## src/rtl/lsac_pkg.sv

```systemverilog
`timescale 1ns / 1ps
package lsac_pkg;

  localparam logic [7:0] FULL_ALPHA = 8'd255;
  localparam int QUEUE_DEPTH = 2;
  localparam int QUEUE_PTR_W = $clog2(QUEUE_DEPTH);
  localparam int QUEUE_CNT_W = $clog2(QUEUE_DEPTH + 1);

  typedef struct packed {
    logic [7:0] red;
    logic [7:0] green;
    logic [7:0] blue;
    logic [7:0] alpha;
    logic [8:0] opacity_q8;
    logic       present;
    logic       first_layer;
    logic       last_layer;
  } lsac_in_t;

  typedef struct packed {
    logic [7:0] out_red;
    logic [7:0] out_green;
    logic [7:0] out_blue;
    logic [7:0] out_alpha;
  } lsac_out_t;

  typedef enum logic [1:0] {
    OP_SKIP    = 2'd0,
    OP_REPLACE = 2'd1,
    OP_MIX     = 2'd2
  } lsac_op_t;

  typedef struct packed {
    lsac_op_t   op;
    logic [7:0] ea;
    logic [7:0] red;
    logic [7:0] green;
    logic [7:0] blue;
    logic       first_layer;
    logic       last_layer;
  } lsac_cmd_t;

  // exact x / 255 for x up to 255 * 255
  function automatic logic [7:0] div255(input logic [15:0] x);
    logic [16:0] t;
    t = {1'b0, x} + {9'd0, x[15:8]} + 17'd1;
    return t[15:8];
  endfunction

  function automatic logic [15:0] mul8(input logic [7:0] a, input logic [7:0] b);
    return {8'd0, a} * {8'd0, b};
  endfunction

endpackage

```

## src/rtl/lsac_front.sv

```systemverilog
`timescale 1ns / 1ps
module lsac_front (
  input  lsac_pkg::lsac_in_t  sample,
  output lsac_pkg::lsac_cmd_t cmd
);
  import lsac_pkg::*;

  logic [16:0] prod;
  logic [8:0]  ea_raw;
  logic [7:0]  ea;

  always_comb begin
    prod   = {9'd0, sample.alpha} * {8'd0, sample.opacity_q8};
    ea_raw = prod[16:8];
    // opacity above full saturates
    ea     = (ea_raw > {1'b0, FULL_ALPHA}) ? FULL_ALPHA : ea_raw[7:0];

    cmd.ea          = ea;
    cmd.red         = sample.red;
    cmd.green       = sample.green;
    cmd.blue        = sample.blue;
    cmd.first_layer = sample.first_layer;
    cmd.last_layer  = sample.last_layer;
    if (!sample.present || ea == 8'd0) begin
      cmd.op = OP_SKIP;
    end else if (ea == FULL_ALPHA) begin
      cmd.op = OP_REPLACE;
    end else begin
      cmd.op = OP_MIX;
    end
  end

endmodule

```

## src/rtl/lsac_queue.sv

```systemverilog
`timescale 1ns / 1ps
module lsac_queue (
  input  logic                clk,
  input  logic                rst,
  input  logic                push,
  input  lsac_pkg::lsac_cmd_t push_data,
  output logic                full,
  input  logic                pop,
  output logic                not_empty,
  output lsac_pkg::lsac_cmd_t pop_data
);
  import lsac_pkg::*;

  lsac_cmd_t                entries [QUEUE_DEPTH];
  logic [QUEUE_PTR_W-1:0]   wr_ptr;
  logic [QUEUE_PTR_W-1:0]   rd_ptr;
  logic [QUEUE_CNT_W-1:0]   count;
  logic                     do_push;
  logic                     do_pop;

  assign full      = (count == QUEUE_CNT_W'(QUEUE_DEPTH));
  assign not_empty = (count != '0);
  assign pop_data  = entries[rd_ptr];
  assign do_push   = push && !full;
  assign do_pop    = pop && not_empty;

  always_ff @(posedge clk) begin
    if (do_push) begin
      entries[wr_ptr] <= push_data;
    end
  end

  always_ff @(posedge clk) begin
    if (rst) begin
      wr_ptr <= '0;
      rd_ptr <= '0;
      count  <= '0;
    end else begin
      if (do_push) begin
        wr_ptr <= (wr_ptr == QUEUE_PTR_W'(QUEUE_DEPTH - 1)) ? '0 : wr_ptr + 1'b1;
      end
      if (do_pop) begin
        rd_ptr <= (rd_ptr == QUEUE_PTR_W'(QUEUE_DEPTH - 1)) ? '0 : rd_ptr + 1'b1;
      end
      case ({do_push, do_pop})
        2'b10:   count <= count + QUEUE_CNT_W'(1);
        2'b01:   count <= count - QUEUE_CNT_W'(1);
        default: count <= count;
      endcase
    end
  end

endmodule

```

## src/rtl/lsac_back.sv

```systemverilog
`timescale 1ns / 1ps
module lsac_back (
  input  logic                clk,
  input  logic                rst,
  input  logic                cmd_valid,
  input  lsac_pkg::lsac_cmd_t cmd,
  output logic                cmd_pop,
  output logic                out_valid,
  input  logic                out_ready,
  output lsac_pkg::lsac_out_t out_data
);
  import lsac_pkg::*;

  typedef enum logic [1:0] {
    ST_LOAD = 2'b01,
    ST_DIV  = 2'b10
  } lsac_state_t;

  lsac_state_t state;
  lsac_state_t state_next;
  lsac_out_t   acc;
  lsac_out_t   acc_next;
  lsac_out_t   base;
  lsac_out_t   mixed;
  logic        emit;
  logic        load_sums;
  logic        out_free;
  logic        can_finish;
  logic [7:0]  inv;

  // products registered between the ST_LOAD and ST_DIV steps of a mix
  logic [15:0] sum_red;
  logic [15:0] sum_green;
  logic [15:0] sum_blue;
  logic [15:0] prod_alpha;
  logic [7:0]  ea_r;
  logic        last_r;

  assign out_free   = !out_valid || out_ready;
  assign can_finish = !cmd.last_layer || out_free;
  assign base       = cmd.first_layer ? '0 : acc;
  assign inv        = FULL_ALPHA - cmd.ea;

  always_comb begin
    mixed.out_red   = div255(sum_red);
    mixed.out_green = div255(sum_green);
    mixed.out_blue  = div255(sum_blue);
    mixed.out_alpha = ea_r + div255(prod_alpha);
  end

  always_comb begin
    state_next = state;
    acc_next   = acc;
    emit       = 1'b0;
    cmd_pop    = 1'b0;
    load_sums  = 1'b0;
    unique case (state)
      ST_LOAD: begin
        if (cmd_valid) begin
          case (cmd.op)
            OP_REPLACE: begin
              if (can_finish) begin
                cmd_pop  = 1'b1;
                acc_next = '{out_red: cmd.red, out_green: cmd.green,
                             out_blue: cmd.blue, out_alpha: FULL_ALPHA};
                emit     = cmd.last_layer;
              end
            end
            OP_MIX: begin
              cmd_pop    = 1'b1;
              load_sums  = 1'b1;
              state_next = ST_DIV;
            end
            default: begin
              if (can_finish) begin
                cmd_pop  = 1'b1;
                acc_next = base;
                emit     = cmd.last_layer;
              end
            end
          endcase
        end
      end
      ST_DIV: begin
        if (!last_r || out_free) begin
          acc_next   = mixed;
          emit       = last_r;
          state_next = ST_LOAD;
        end
      end
      default: state_next = ST_LOAD;
    endcase
  end

  always_ff @(posedge clk) begin
    if (load_sums) begin
      sum_red    <= mul8(cmd.red, cmd.ea) + mul8(base.out_red, inv);
      sum_green  <= mul8(cmd.green, cmd.ea) + mul8(base.out_green, inv);
      sum_blue   <= mul8(cmd.blue, cmd.ea) + mul8(base.out_blue, inv);
      prod_alpha <= mul8(base.out_alpha, inv);
      ea_r       <= cmd.ea;
      last_r     <= cmd.last_layer;
    end
    if (emit) begin
      out_data <= acc_next;
    end
  end

  always_ff @(posedge clk) begin
    if (rst) begin
      state     <= ST_LOAD;
      acc       <= '0;
      out_valid <= 1'b0;
    end else begin
      state <= state_next;
      acc   <= acc_next;
      if (emit) begin
        out_valid <= 1'b1;
      end else if (out_ready) begin
        out_valid <= 1'b0;
      end
    end
  end

endmodule

```

## src/rtl/layer_stack_alpha_compositor.sv

```systemverilog
`timescale 1ns / 1ps
// a last-layer sample shows its pixel on out_valid after the command queue and the output
// register; a weighted blend also passes the product registers between ST_LOAD and ST_DIV
// throughput: 1 sample per cycle for skipped or opaque samples while the output is not
// stalled; a blended sample holds the accumulator loop through the product and divide-by-255 stages
// a 2-entry command queue lets input transfers continue while the blend stage works
// reset clears the accumulator to transparent black, empties the queue, drops out_valid
module layer_stack_alpha_compositor (
  input  logic               clk,
  input  logic               rst,
  input  logic               in_valid,
  output logic               in_ready,
  input  lsac_pkg::lsac_in_t in_data,
  output logic               out_valid,
  input  logic               out_ready,
  output lsac_pkg::lsac_out_t out_data
);
  import lsac_pkg::*;

  lsac_cmd_t front_cmd;
  lsac_cmd_t back_cmd;
  logic      q_full;
  logic      q_not_empty;
  logic      q_pop;

  assign in_ready = !q_full;

  lsac_front u_front (
    .sample (in_data),
    .cmd    (front_cmd)
  );

  lsac_queue u_queue (
    .clk       (clk),
    .rst       (rst),
    .push      (in_valid),
    .push_data (front_cmd),
    .full      (q_full),
    .pop       (q_pop),
    .not_empty (q_not_empty),
    .pop_data  (back_cmd)
  );

  lsac_back u_back (
    .clk       (clk),
    .rst       (rst),
    .cmd_valid (q_not_empty),
    .cmd       (back_cmd),
    .cmd_pop   (q_pop),
    .out_valid (out_valid),
    .out_ready (out_ready),
    .out_data  (out_data)
  );

endmodule

```

## config.mk

```make
export PLATFORM = sky130hd
export DESIGN_NAME = layer_stack_alpha_compositor
export DESIGN_NICKNAME = d
export VERILOG_FILES = /design/src/rtl/lsac_pkg.sv /design/src/rtl/lsac_front.sv /design/src/rtl/lsac_queue.sv /design/src/rtl/lsac_back.sv /design/src/rtl/layer_stack_alpha_compositor.sv
export SDC_FILE = /design/constraint.sdc
export NUM_CORES = 2
export LEC_CHECK = 0
export BUFFER_PORTS_ARGS = -buffer_cell sky130_fd_sc_hd__buf_2
export CAP_MARGIN = 20
export CORE_MARGIN = 2
export CORE_UTILIZATION = 67
export CTS_CLUSTER_DIAMETER = 120
export DETAILED_ROUTE_END_ITERATION = 8
export GPL_TIMING_DRIVEN = 0
export PLACE_DENSITY_LB_ADDON = 0.15
export SYNTH_ARGS = -nofsm -noshare
export SYNTH_HDL_FRONTEND = slang
export SYNTH_SLANG_ARGS = --single-unit
```

## constraint.sdc

```tcl
create_clock -name clk -period 13.72 [get_ports clk]
set_input_delay 1.372 -clock clk [delete_from_list [all_inputs] [get_ports clk]]
set_output_delay 1.372 -clock clk [all_outputs]
set_load 0.02 [all_outputs]
```

---- Word-level counts from Yosys, hierarchy flattened ----
Memories as Yosys holds them, arrays and structs flattened. A register that Yosys moved wholly into a read port is not among the register bits.
Index checks and enable logic that the tools add are counted.
storage, ports and cells
  register bits ........................... 144
  memories kept ........................... 1
  memory bits (writable) .................. 72
  bits in read-only memories .............. 0
  latch bits .............................. 0
  bits of input ports ..................... 48
  word-level logic and storage cells ...... 108
  output and inout bits ................... 34
memories
  name             words  bits a word  rd ports  clocked after Yosys merged registers in  write ports  RTL line          RTL
  u_queue.entries  2      36           1         1                                        1            lsac_queue.sv:14  lsac_cmd_t entries [QUEUE_DEPTH];
cells by class
  muxes and demuxes ....................... 35
  eq/ne operators ......................... 11
  div/mod/pow operators ................... 0
  reduce and logical (&&, ||, !) cells .... 16
  bitwise logic cells ..................... 0
  multipliers ............................. 8
  add/sub/neg operators ................... 17
  shift operators ......................... 0
  order comparisons ....................... 1
operator list
  kind                                                  count
  2-to-1 mux 32 bit                                     5
  one-hot mux 32 bit (2 select lines)                   2
  multiplier 8 x 8 -> 16 bit                            7
  adder 16 x 1 -> 16 bit (second input constant)        4
  adder 16 x 8 -> 16 bit                                4
  adder 16 bit                                          3
  2-to-1 mux 1 bit                                      19
  multiplier 8 x 9 -> 17 bit                            1
  2-to-1 mux 2 bit                                      5
  > comparator 9 x 8 -> 1 bit (second input constant)   1
  adder 8 bit                                           1
  equality test 2 bit (second input constant)           4
  equality test 8 bit (second input constant)           1
  logical NOT 8 bit                                     1
  2-to-1 mux 8 bit                                      1
  one-hot mux 2 bit (2 select lines)                    2
  subtractor 8 bit (first input constant)               1
  equality test 2 x 1 -> 1 bit (second input constant)  3
  nonzero test 2 bit                                    3
  logical NOT 1 bit                                     5
  logical OR 1 bit                                      4
  inequality test 2 bit (second input constant)         2
  AND reduction 3 bit                                   1
  adder 1 bit (second input constant)                   2
  5 further kinds                                       6

---- Logic depth before layout (Yosys ltp) ----
  depth in word-level cells ............... 10
  depth in mapped cells ................... 27
  mapped depth without buffers ............ 22

---- Hierarchy ----
From an unflattened synthesis, not the netlist that was laid out.
second synthesis, totals
  cells, all modules ...................... 2,816
  area, all modules ....................... 27,361.2 µm²
modules (own cells, without submodules)
  module                        sequential area each (µm²)  instances  cells an instance  area an instance (µm²)
  lsac_back                     3,853.7                     1          2,369              21,902.3
  lsac_queue                    2,262.2                     1          138                2,813.9
  lsac_front                    0.0                         1          308                2,641.3
  layer_stack_alpha_compositor  0.0                         1          1                  3.8

---- Worst setup path after synthesis ----
No wires, ideal clock.
  path type ............................... reg2reg
  from .................................... reg with a tool-made name
  to ...................................... reg u_back.sum_green[15] (data pin)
  clock period less this slack ............ 6.504 ns
  buffers on the path ..................... 4
  data required time ...................... 13.553 ns
  cell stages (with the launch flop) ...... 25
  library setup time ...................... 0.167 ns
  setup slack ............................. 7.216 ns
  arrival ................................. 6.337 ns
  cells stage by stage .................... dfxtp_1 > clkbuf_1 > clkbuf_1 > buf_2 > mux2i_1 > inv_2 > clkbuf_1 > nand2_1 > fa_1 > fa_1 > inv_1 > fa_1 > fa_1 > inv_1 > fa_1 > fa_1 > inv_1 > ha_1 > nor3_1 > nor2_1 > nand2_1 > o21ai_1 > or4_1 > and3_1 > a211oi_1
RTL lines
  element               RTL line         RTL
  to (signal assigned)  lsac_back.sv:98  sum_green <= mul8(cmd.green, cmd.ea) + mul8(base.out_green, inv);
  to (decl)             lsac_back.sv:33  logic [15:0] sum_green;

==> summary.txt <==
Register Area - 6120 sq um
GP Congestion - 0.992
Crit path launch type - flop
Worst path required time - 14.03 ns
CTS Hold Buffers Added - 0
H-tree depth - 1
Multi-input gate area - 17700 sq um
Post-Route WL - 73.7 mm
FMAX - 0.109 GHz
Post-Syn Instances - 2629
Reg clk slew, reported paths - 0.06 ns
DR iter-0 viols - 1838
Crit path arrival time - 9.51 ns
Largest family of logic cells by synthesized area - adder cells
Synth Flop Type - edfxtp_1
Sequential area share after synthesis - 23.6%
Post-Syn Area - 25900 sq um
Master of the slowest instance on the critical path - mux2i_1
Post-Syn Area per Cell - 9.86 sq um
Relative slew slack - 17.3%
Fin. max-slew vios - 0
Vias in the first global route - 20900
Hold crit path type - flop to flop
Async S/R FF share, synth - 0%
Die height - 201 um
Simple-Gate Fraction of Synth Area - 13.9%
Die area - 40300 sq um
Setup violators final - 0
Share of the synthesized area in the top cell type - 28.3%
CP top delay family - adder cells
Outcome - complete, no violations
Max FO, Critical Path - 10
Die W - 201 um
Core area - 38400 sq um
Total GRT Usage - 37.9%
Layout area overhead - 8.00%
CTS sink cnt - 217
Final worst path period share - 67.1%
Post-CTS sizing - 0
Yosys cell types - 75
Clk buf depth - 3
Vias/cell - 6.03
CTS tree - built
NumNets Final - 3457
Synth top area cells - fa_1, edfxtp_1, ha_1
Flop-to-flop setup slack - 4.52 ns
Routed length per instance - 22.4 um
Max Cap Viol - 0
Post-CTS setup buffers - 0
Yosys warning count - 0
Crit path largest cell delay - 0.97 ns
TritonCTS buffer count - 25
Worst Hold Launch - u_back.state[0]
#FFs+latches synth - 217
Post-route ant nets - 0
Filler cells - 2892
Final Skew - 0.0184 ns
Placed wire-length estimate - 57.9 mm
Synth Area in Compound Gates - 6.42%
CP endpoint kind - flop
Final min period - 9.20 ns
Root Buffer - clkbuf_16
Cell taking the most area after synthesis - fa_1
Rows - 72
Crit Path Category - flop to flop
RSZ-0062 raised after global routing - false
Maximum number of pins on one net before global-route repair - 35
Initial cell density of the core - 67.5%
DRT Pass-1 Iters - 6
Setup TNS - 0 ns
Mux cell area share after synthesis - 2.11%
Endpoints failing hold - 0
Gr ovfl total - 0
XOR/XNOR Fraction of Synth Area - 3.24%
Layout cells sized above 1 - 6.94%
Num ports - 82
First-pass GRT wire length - 115 mm
Port bufs - 80
Worst slew pin tran - 1.21 ns
Bufs and invs on worst path - 8
Number of antenna violations at the first check in global routing - 2
Number of flops mapped to enable cells by yosys - 177
Crit-path most repeated cell - fa_1
Worst-skew pair later-pin latency - 0.58 ns
Post-Synth Adder-Cell Area - 42.6%
Total number of vias - 19800
DRC viols - 0
CP Cell Sequence - clkbuf_1 > clkbuf_1 > buf_2 > mux2i_1 > inv_1 > buf_1 > nand2_1 > fa_1 > fa_1 > inv_1 > fa_1 > fa_1 > inv_1 > fa_1 > fa_1 > inv_1 > ha_1 > nor2b_1 > o211ai_1 > nand2_1 > a41oi_1 > nor2b_1 > xnor2_1
## synth_stat cells (all sizes together) (18+ instances only)
master	instances
inv	482
fa	366
ha	296
nor2	280
nand2	212
edfxtp	177
nand3	94
and2	78
a21oi	69
clkbuf	67
xnor2	65
o21ai	53
nor2b	42
dfxtp	40
xor2	31
mux2i	30
nor3	26
mux2	22
a21o	21
and3	19
o21a	18
## tightest hold or removal path, cell delays in order, from the launching register on
cell     delay (ns)
dfxtp_1        0.33
o21ai_0        0.08
nand2_1        0.05
## kinds of logic (layout without fill, tap and decap cells)
family / count (synthesis) / after routing
buffers and inverters: 560 / 695
flip-flops: 217 / 217
XOR/XNOR: 96 / 96
other: 1 / 5
adder cells (fa/ha/maj): 662 / 662
AO/OA/AOI/OAI: 248 / 248
AND/OR/NAND/NOR: 793 / 793
multiplexers: 52 / 52
## metal layers
layer	wire (um)	up-vias	global-route usage, %
li1	-	8693	-
met1	27400	9786	48.9
met2	33800	1071	61.0
met3	7630	260	7.39
met4	4920	0	20.7
met5	0	-	0
## layout make-up
type,instances,area share [%]
multi-input cells,1854,63.3
flip-flops and latches,217,21.8
inverters,483,6.48
well taps,518,2.32
clock buffers,28,2.28
repair buffers,89,1.89
plain buffers,77,1.06
clock inverters,18,0.782
diodes,2,0.0179
## path summary, 6_finish.rpt
check                            end  cells past startpoint
setup / recovery  u_back.sum_red[12]                     23
hold / removal       u_back.state[0]                      2
setup reg to reg  u_back.sum_red[12]                     23
hold reg to reg      u_back.state[0]                      2
## sequential cells by signal, indices dropped and copies added, names as in the netlist, named ones only
signal	cells
u_back.acc	32
u_back.ea_r	8
u_back.last_r	1
u_back.out_data	32
u_back.out_valid	1
u_back.prod_alpha	16
u_back.state	2
u_back.sum_blue	16
u_back.sum_green	16
u_back.sum_red	16
u_queue.count	2
u_queue.entries	72
u_queue.rd_ptr	1
u_queue.wr_ptr	1
## cells in the final DEF, fill, tap and decap left out, types with 31 or more instances in the layout
master      n
xnor2_1    65
and2_1     69
dfxtp_1    40
fa_1      366
buf_2      86
a21oi_1    69
inv_1     479
nor2_1    277
clkbuf_1   70
edfxtp_1  177
nor2b_1    42
nand2_1   212
ha_1      296
xor2_1     31
nand3_1    94
## metrics by stage
step	area, sq um	util (%)	worst slack, ns	std cells	hold slack, ns
after detailed placement	27100	70.6	4.74	3236	0.485
final	28000	72.9	4.52	3286	0.502
after global routing	28000	72.9	4.33	3285	0.528
after floorplan	25900	-	7.22	2631	0.457
after CTS	28000	72.9	4.76	3282	0.498
after global placement	27000	70.3	4.40	3229	0.475
Power is not shown: default switching activity piles up to over one toggle a cycle in this logic, so the estimate is an artifact.
